File: config.mk
export PLATFORM = sky130hd
export DESIGN_NAME = serial_mouse_packet_decoder_unit
export DESIGN_NICKNAME = d
export VERILOG_FILES = /design/src/smpd_pkg.sv /design/src/smpd_collect.sv /design/src/smpd_decode.sv /design/src/smpd_outq.sv /design/src/serial_mouse_packet_decoder_unit.sv
export VERILOG_INCLUDE_DIRS = /design/src /design/src/src
export SDC_FILE = /design/constraint.sdc
export NUM_CORES = 1
export LEC_CHECK = 0
export BUFFER_PORTS_ARGS = -buffer_cell sky130_fd_sc_hd__buf_2
export CORE_AREA = 2 2 132 70
export CTS_BUF_LIST = sky130_fd_sc_hd__clkbuf_4 sky130_fd_sc_hd__clkbuf_8
export CTS_CLUSTER_SIZE = 12
export DETAILED_ROUTE_END_ITERATION = 10
export DIE_AREA = 0 0 134 72
export PLACE_DENSITY = 0.8
export SYNTH_ARGS = -nofsm -noshare
export SYNTH_HDL_FRONTEND = slang
export SYNTH_SLANG_ARGS = --single-unit
File: constraint.sdc
create_clock -name clk_i -period 5.45 [get_ports clk_i]
set_input_delay 1.09 -clock clk_i [delete_from_list [all_inputs] [get_ports clk_i]]
set_output_delay 1.09 -clock clk_i [all_outputs]
set_load 0.01 [all_outputs]
File: src/serial_mouse_packet_decoder_unit_assert.svh
// Assertion macros for the serial mouse packet decoder.
`ifndef SERIAL_MOUSE_PACKET_DECODER_UNIT_ASSERT_SVH
`define SERIAL_MOUSE_PACKET_DECODER_UNIT_ASSERT_SVH

// Checked only while out of reset.
`define SMPD_ASSERT(label, prop, msg) \
  label: assert property (@(posedge clk_i) disable iff (!rst_ni) prop) else $error(msg);

// Checked at every edge, reset included.
`define SMPD_ASSERT_ALWAYS(label, prop, msg) \
  label: assert property (@(posedge clk_i) prop) else $error(msg);

`endif

File: src/smpd_pkg.sv
// Types, constants and helper functions shared by the mouse packet decoder.
package smpd_pkg;

  localparam logic [4:0] SyncTag    = 5'b10000;  // top bits of a sync byte
  localparam logic [2:0] MiddleOnly = 3'b101;    // active-low: only middle down
  localparam logic [2:0] LastPos    = 3'd4;      // position of the fifth byte
  localparam logic [7:0] DeltaMin   = 8'h81;     // -127
  localparam logic [7:0] DeltaMax   = 8'h7f;     // +127
  localparam logic [7:0] DeltaNeg   = 8'h80;     // -128

  typedef struct packed {
    logic [7:0] b0;
    logic [7:0] b1;
    logic [7:0] b2;
    logic [7:0] b3;
  } packet_t;

  typedef struct packed {
    logic [2:0] buttons;
    logic [7:0] move_x;
    logic [7:0] move_y;
    logic [7:0] wheel_v;
    logic [7:0] wheel_h;
    logic       last_of_run;
  } report_t;

  typedef struct packed {
    logic a_valid;
    logic b_valid;
  } outq_stat_t;

  function automatic logic [7:0] clamp_delta(input logic [7:0] b);
    return (b == DeltaNeg) ? DeltaMin : b;
  endfunction

  function automatic logic [7:0] neg_delta(input logic [7:0] b);
    return (b == DeltaNeg) ? DeltaMax : (~b + 8'd1);
  endfunction

endpackage

File: src/smpd_collect.sv
// Packet collector: sync detection, byte position and stored packet bytes.
module smpd_collect (
  input  logic            clk_i,
  input  logic            rst_ni,
  input  logic            accept_i,
  input  logic [7:0]      rx_byte_i,
  output smpd_pkg::packet_t pkt_o,
  output logic [2:0]      pos_o,
  output logic            fire_o
);
  import smpd_pkg::*;

  logic [2:0] pos_q, pos_d;
  logic [7:0] bytes_q [4];
  logic       drop, store;

  assign drop   = (pos_q == 3'd0) && (rx_byte_i[7:3] != SyncTag);
  assign store  = accept_i && !drop && (pos_q != LastPos);
  assign fire_o = accept_i && (pos_q == LastPos);

  always_comb begin
    pos_d = pos_q;
    if (fire_o) begin
      pos_d = 3'd0;
    end else if (store) begin
      pos_d = pos_q + 3'd1;
    end
  end

  always_ff @(posedge clk_i or negedge rst_ni) begin
    if (!rst_ni) begin
      pos_q <= 3'd0;
    end else begin
      pos_q <= pos_d;
    end
  end

  always_ff @(posedge clk_i) begin
    if (store) begin
      bytes_q[pos_q[1:0]] <= rx_byte_i;
    end
  end

  assign pkt_o = '{b0: bytes_q[0], b1: bytes_q[1], b2: bytes_q[2], b3: bytes_q[3]};
  assign pos_o = pos_q;

endmodule

File: src/smpd_decode.sv
// Report decoder: builds one or two reports from a complete packet.
module smpd_decode (
  input  smpd_pkg::packet_t pkt_i,
  input  logic [7:0]        b4_i,
  input  logic              scroll_en_i,
  output smpd_pkg::report_t rep0_o,
  output smpd_pkg::report_t rep1_o,
  output logic              second_o
);
  import smpd_pkg::*;

  logic       scroll;
  logic [2:0] btn;

  assign second_o = (pkt_i.b3 != 8'd0) || (b4_i != 8'd0);
  assign scroll   = scroll_en_i && (pkt_i.b0[2:0] == MiddleOnly) &&
                    ((pkt_i.b1 != 8'd0) || (pkt_i.b2 != 8'd0));

  // sync byte: bit2 left, bit1 middle, bit0 right, all active low
  assign btn = {~pkt_i.b0[1], ~pkt_i.b0[0], ~pkt_i.b0[2]};

  always_comb begin
    if (scroll) begin
      rep0_o = '{buttons: 3'd0, move_x: 8'd0, move_y: 8'd0,
                 wheel_v: clamp_delta(pkt_i.b2), wheel_h: clamp_delta(pkt_i.b1),
                 last_of_run: !second_o};
      rep1_o = '{buttons: 3'd0, move_x: 8'd0, move_y: 8'd0,
                 wheel_v: clamp_delta(b4_i), wheel_h: clamp_delta(pkt_i.b3),
                 last_of_run: 1'b1};
    end else begin
      rep0_o = '{buttons: btn, move_x: clamp_delta(pkt_i.b1),
                 move_y: neg_delta(pkt_i.b2), wheel_v: 8'd0, wheel_h: 8'd0,
                 last_of_run: !second_o};
      rep1_o = '{buttons: btn, move_x: clamp_delta(pkt_i.b3),
                 move_y: neg_delta(b4_i), wheel_v: 8'd0, wheel_h: 8'd0,
                 last_of_run: 1'b1};
    end
  end

endmodule

File: src/smpd_outq.sv
// Two-slot result register: head slot drives the outputs, second slot waits.
module smpd_outq (
  input  logic                clk_i,
  input  logic                rst_ni,
  input  logic                load_i,
  input  smpd_pkg::report_t   rep0_i,
  input  smpd_pkg::report_t   rep1_i,
  input  logic                second_i,
  input  logic                out_ready_i,
  output logic                can_load_o,
  output logic                out_valid_o,
  output smpd_pkg::report_t   head_o,
  output smpd_pkg::outq_stat_t stat_o
);
  import smpd_pkg::*;

  report_t a_q, a_d, b_q, b_d;
  logic    a_valid_q, a_valid_d, b_valid_q, b_valid_d;
  logic    pop;

  assign pop        = a_valid_q && out_ready_i;
  assign can_load_o = !b_valid_q && (!a_valid_q || out_ready_i);

  always_comb begin
    a_d       = a_q;
    b_d       = b_q;
    a_valid_d = a_valid_q;
    b_valid_d = b_valid_q;
    if (load_i) begin
      a_d       = rep0_i;
      a_valid_d = 1'b1;
      b_d       = rep1_i;
      b_valid_d = second_i;
    end else if (pop) begin
      if (b_valid_q) begin
        a_d       = b_q;
        b_valid_d = 1'b0;
      end else begin
        a_valid_d = 1'b0;
      end
    end
  end

  always_ff @(posedge clk_i or negedge rst_ni) begin
    if (!rst_ni) begin
      a_valid_q <= 1'b0;
      b_valid_q <= 1'b0;
    end else begin
      a_valid_q <= a_valid_d;
      b_valid_q <= b_valid_d;
    end
  end

  always_ff @(posedge clk_i) begin
    a_q <= a_d;
    b_q <= b_d;
  end

  assign out_valid_o = a_valid_q;
  assign head_o      = a_q;
  assign stat_o      = '{a_valid: a_valid_q, b_valid: b_valid_q};

endmodule

File: src/serial_mouse_packet_decoder_unit.sv
// Top level of the serial mouse packet decoder.
//
// Input channel (in_valid_i/in_ready_o, rx_byte_i): one received serial
// byte per item. Until a sync byte (top five bits 10000) arrives, bytes
// are dropped; the sync byte and the next four bytes form a packet.
// Output channel (out_valid_o/out_ready_i): one pointer or wheel report
// per item, last_of_run_o marking the final report of a packet.
// Config: cfg_we_i writes cfg_wdata_i into the center-scroll enable;
// write it only while the block is idle.
// Latency: the fifth byte of a packet is decoded in the cycle it is
// accepted; its first report is valid on the next cycle.
// Throughput: one byte per cycle, back to back, except when the fifth byte
// of a packet stalls; only that byte needs room in the report slots.
// Stall: reports wait in a two-slot register; in_ready_o falls only at the
// fifth byte of a packet, when those slots cannot take a further two
// reports.
// Reset: byte position returns to zero (waiting for sync), the report
// slots empty and center scroll is off.
module serial_mouse_packet_decoder_unit (
  input  logic       clk_i,
  input  logic       rst_ni,
  input  logic       cfg_we_i,
  input  logic       cfg_wdata_i,
  input  logic       in_valid_i,
  output logic       in_ready_o,
  input  logic [7:0] rx_byte_i,
  output logic       out_valid_o,
  input  logic       out_ready_i,
  output logic [2:0] buttons_o,
  output logic signed [7:0] move_x_o,
  output logic signed [7:0] move_y_o,
  output logic signed [7:0] wheel_v_o,
  output logic signed [7:0] wheel_h_o,
  output logic       last_of_run_o
);
  import smpd_pkg::*;

  logic       scroll_en_q;
  logic       accept, fire, second, can_load;
  logic [2:0] pos;
  packet_t    pkt;
  report_t    rep0, rep1, head;
  outq_stat_t q_stat;

  // center-scroll enable register
  always_ff @(posedge clk_i or negedge rst_ni) begin
    if (!rst_ni) begin
      scroll_en_q <= 1'b0;
    end else if (cfg_we_i) begin
      scroll_en_q <= cfg_wdata_i;
    end
  end

  // only the fifth byte loads reports, so only it waits for slot room
  assign in_ready_o = (pos != LastPos) || can_load;
  assign accept     = in_valid_i && in_ready_o;

  smpd_collect u_collect (
    .clk_i     (clk_i),
    .rst_ni    (rst_ni),
    .accept_i  (accept),
    .rx_byte_i (rx_byte_i),
    .pkt_o     (pkt),
    .pos_o     (pos),
    .fire_o    (fire)
  );

  // fifth byte goes straight from the port into the decoder
  smpd_decode u_decode (
    .pkt_i       (pkt),
    .b4_i        (rx_byte_i),
    .scroll_en_i (scroll_en_q),
    .rep0_o      (rep0),
    .rep1_o      (rep1),
    .second_o    (second)
  );

  smpd_outq u_outq (
    .clk_i       (clk_i),
    .rst_ni      (rst_ni),
    .load_i      (fire),
    .rep0_i      (rep0),
    .rep1_i      (rep1),
    .second_i    (second),
    .out_ready_i (out_ready_i),
    .can_load_o  (can_load),
    .out_valid_o (out_valid_o),
    .head_o      (head),
    .stat_o      (q_stat)
  );

  assign buttons_o     = head.buttons;
  assign move_x_o      = head.move_x;
  assign move_y_o      = head.move_y;
  assign wheel_v_o     = head.wheel_v;
  assign wheel_h_o     = head.wheel_h;
  assign last_of_run_o = head.last_of_run;

  `include "serial_mouse_packet_decoder_unit_assert.svh"

  `SMPD_ASSERT(a_pos_range, pos <= LastPos, "byte position out of range")
  `SMPD_ASSERT(a_slot_order, q_stat.b_valid |-> q_stat.a_valid, "second slot without head")
  `SMPD_ASSERT(a_pair_held, (fire && second) |=> q_stat.b_valid, "second report not held")
  `SMPD_ASSERT(a_not_last, (out_valid_o && !last_of_run_o) |-> q_stat.b_valid, "lost report")
  `SMPD_ASSERT_ALWAYS(a_reset_empty, !rst_ni |=> !out_valid_o || rst_ni, "valid during reset")

endmodule

==> results.tsv <==
stage	metric	value	unit
status	status	finished clean	
global_route	initial antenna violation count	0	
timing	Clock Skew	0.0116	ns
floorplanning	io pins	52	
timing	Slew HR	0.267	
clocking	CTS Buf Count	9	
critical_path	Startpoint Class	primary input	
logic_synthesis	syn_area_per_cell	13.4	um2
power_and_ir_drop	VDD IR max	0.205	mV
global_route	GRT Total Usage	0.207	
timing	RSZ-0062 raised after global routing	no	
global_route	largest net degree at the start of global routing	52	
layout	Layout Utilization	0.600	
floorplanning	die area	9650	um2
floorplanning	die width	134	um
layout	commonest non-fill, non-tap cells in the layout	edfxtp_1 (98), nand2_1 (55), buf_2 (51), o21ai_0 (24), and3_1 (18)	
timing	worst-margin pin slew	1.10	ns
detailed_routing	vias per inst	5.58	
clocking	Root Driver	clkbuf_8	
detailed_routing	routed length per placed instance	18.3	um
logic_synthesis	Seq/Total Area, Yosys	0.680	
timing	Period Utilization, post-route	0.552	
detailed_routing	Remaining DRCs	0	
global_route	global-route wire length before repair	14500	um
critical_path	Setup crit end kind	output pin	
timing	Slew Limit Fails	0	
timing	Worst Slack Setup Final	2.44	ns
place	GPL Wtd Cong	0.906	
global_route	number of global-route vias before repair	2618	
place	DP Worst Slack	2.13	ns
clocking	htree depth	3	
logic_synthesis	Mapped Nets	359	
critical_path	worst endpoint required time	4.36	ns
critical_path	r2r endpoint	u_outq.head_o[2]$_DFFE_PP_	
critical_path	Worst Path Max Fanout	4	
clocking	Worst-Skew Late Latency	0.37	ns
logic_synthesis	Top FF cell, synth	edfxtp_1	
layout	most common cell after layout, fill and taps aside	edfxtp_1	
detailed_routing	final WL	9290	um
clocking	CTS Hold Buffers Added	0	
critical_path	Worst R2R Setup Slack	2.54	ns
critical_path	worst r2r src	u_collect.pos_o[0]$_DFFE_PN0P_	
timing	WHS	0.523	ns
job	max_cap viols	0	
clocking	CTS tree	built	
clocking	post-CTS resize count	0	
detailed_routing	Antenna Nets Post-Route	0	
floorplanning	Initial Util	0.539	
timing	Period minus WS final	3.01	ns
logic_synthesis	post-synthesis cell type count	51	
detailed_routing	via count	2831	
timing	# setup viols final	0	
logic_synthesis	EDFF count, synth	98	
clocking	clock sink count	104	
timing	Fin. Hold Viols	0	
power_and_ir_drop	P per Cell Area	398	nW/um2
logic_synthesis	Synth Instances	339	
critical_path	CP arrival	1.92	ns
layout	Area growth syn-to-layout	11.3	%
layout	Ant. Diodes	0	
logic_synthesis	Ys Warns	0	
clocking	maximum root-to-sink buffer count	2	
layout	fin nets	405	
floorplanning	Rows	24	
detailed_routing	1st-iter DRT viols	302	
logic_synthesis	synthesis-stage register bit count	104	
clocking	Setup Fix Bufs, Post-CTS	0	
floorplanning	total core area	8440	um2
logic_synthesis	Synth Cell Area	4550	um2
detailed_routing	drt first pass iters	4	
place	Port Buf Inserts	51	
floorplanning	chip height	72	um
critical_path	kind of critical path	primary input to output pin	
timing	Setup TNS Final	0	ns
critical_path	Worst R2R Path Depth	8	
place	dpl hpwl	6140	um
layout	share of cells above drive strength 1	0.223	
power_and_ir_drop	static leakage	1.92	nW
hold_path	HP Class	primary input to asynchronous set/reset pin	
timing	Fmax	332	MHz
logic_synthesis	FFs w/ async S/R, synth	0.0577	
global_route	GRT overflow	0	
clocking	clock slew at reported path FFs	0.09	ns
[through the flow]
step / total power [W] / cell area [um2] / cells
after floorplan: 0.00138 / 4550 / 339
after global placement: 0.00151 / 4850 / 491
after detailed placement: 0.00152 / 4850 / 491
after CTS: 0.00203 / 5070 / 507
after global routing: 0.00211 / 5070 / 507
final: 0.00202 / 5070 / 507
[layer usage]
| layer | up-vias | GRT usage | part of all wire |
|---|---|---|---|
| met3 | 4 | 0.0720 | 0.078 |
| met4 | 0 | 0.0319 | 0.0029 |
| met1 | 1379 | 0.329 | 0.50 |
| met5 | - | 0 | 0 |
| li1 | 1346 | - | - |
| met2 | 102 | 0.278 | 0.42 |
[synthesized netlist by cell type (4+ instances only)]
cell,n,area [um2]
mux2_2,5,56.3
o21ai_0,24,120
and2_1,9,56.3
inv_1,13,48.8
a22o_1,5,43.8
nand3_1,6,30.0
edfxtp_1,98,2940
nor2_1,11,41.3
clkbuf_1,9,33.8
nor3_1,5,25.0
dfrtp_1,6,150
buf_6,4,45.0
ha_1,6,75.1
a21oi_1,11,55.1
nor4_1,4,25.0
nand2_1,55,206
and3_1,18,113
[cell families (layout without fill, tap and decap cells)]
logic type,Yosys count,in the layout,share of synthesized area
mux,6,6,0.0146
compound gates,58,58,0.0852
buf+inv,32,83,0.0371
flops,104,104,0.680
xor+xnor,3,3,0.00578
fa+ha+maj,6,6,0.0165
simple gates,130,130,0.161
[worst max path at each step]
stage / start / to / slack, ns / depth (start not counted)
finish: out_ready_i / in_ready_o / 2.44 / 5
global route: in_valid_i / u_outq.head_o[5]$_DFFE_PP_ / 2.28 / 7
CTS: out_ready_i / in_ready_o / 2.45 / 5
detailed placement: in_valid_i / u_outq.head_o[2]$_DFFE_PP_ / 2.13 / 7
global placement: in_valid_i / u_outq.head_o[5]$_DFFE_PP_ / 2.27 / 7
floorplan: out_ready_i / u_outq.head_o[0]$_SDFFCE_PP1P_ / 2.30 / 6
[power breakdown]
group | switching [W] | total, W | internal, W
clock network | 0.000250 | 0.000511 | 0.000261
registers | 0.0000733 | 0.00111 | 0.00104
logic | 0.000252 | 0.000392 | 0.000140
[state kept, by name, indices dropped and copies added (netlist names)]
signal and flops:
u_outq.head_o 36, u_collect.bytes_q 27, scroll_en_q 1, u_outq.b_q 35
u_outq.out_valid_o 1, u_collect.pos_o 3, u_outq.b_valid_q 1
[critical path: stages]
cell and delay, ns:
buf_2 0.12, nor2b_1 0.17, nor2_1 0.07, or3_1 0.32, buf_2 0.15
[cell type report]
cell class	instances	area [um2]
fill	688	3370
sequential	104	3090
multi-input combinational	203	1290
timing repair buffer	53	270
tap	117	146
clock buffer	10	131
clock inverter	6	83.8
inverter	14	52.6
Power figures use the tool's default switching activity.
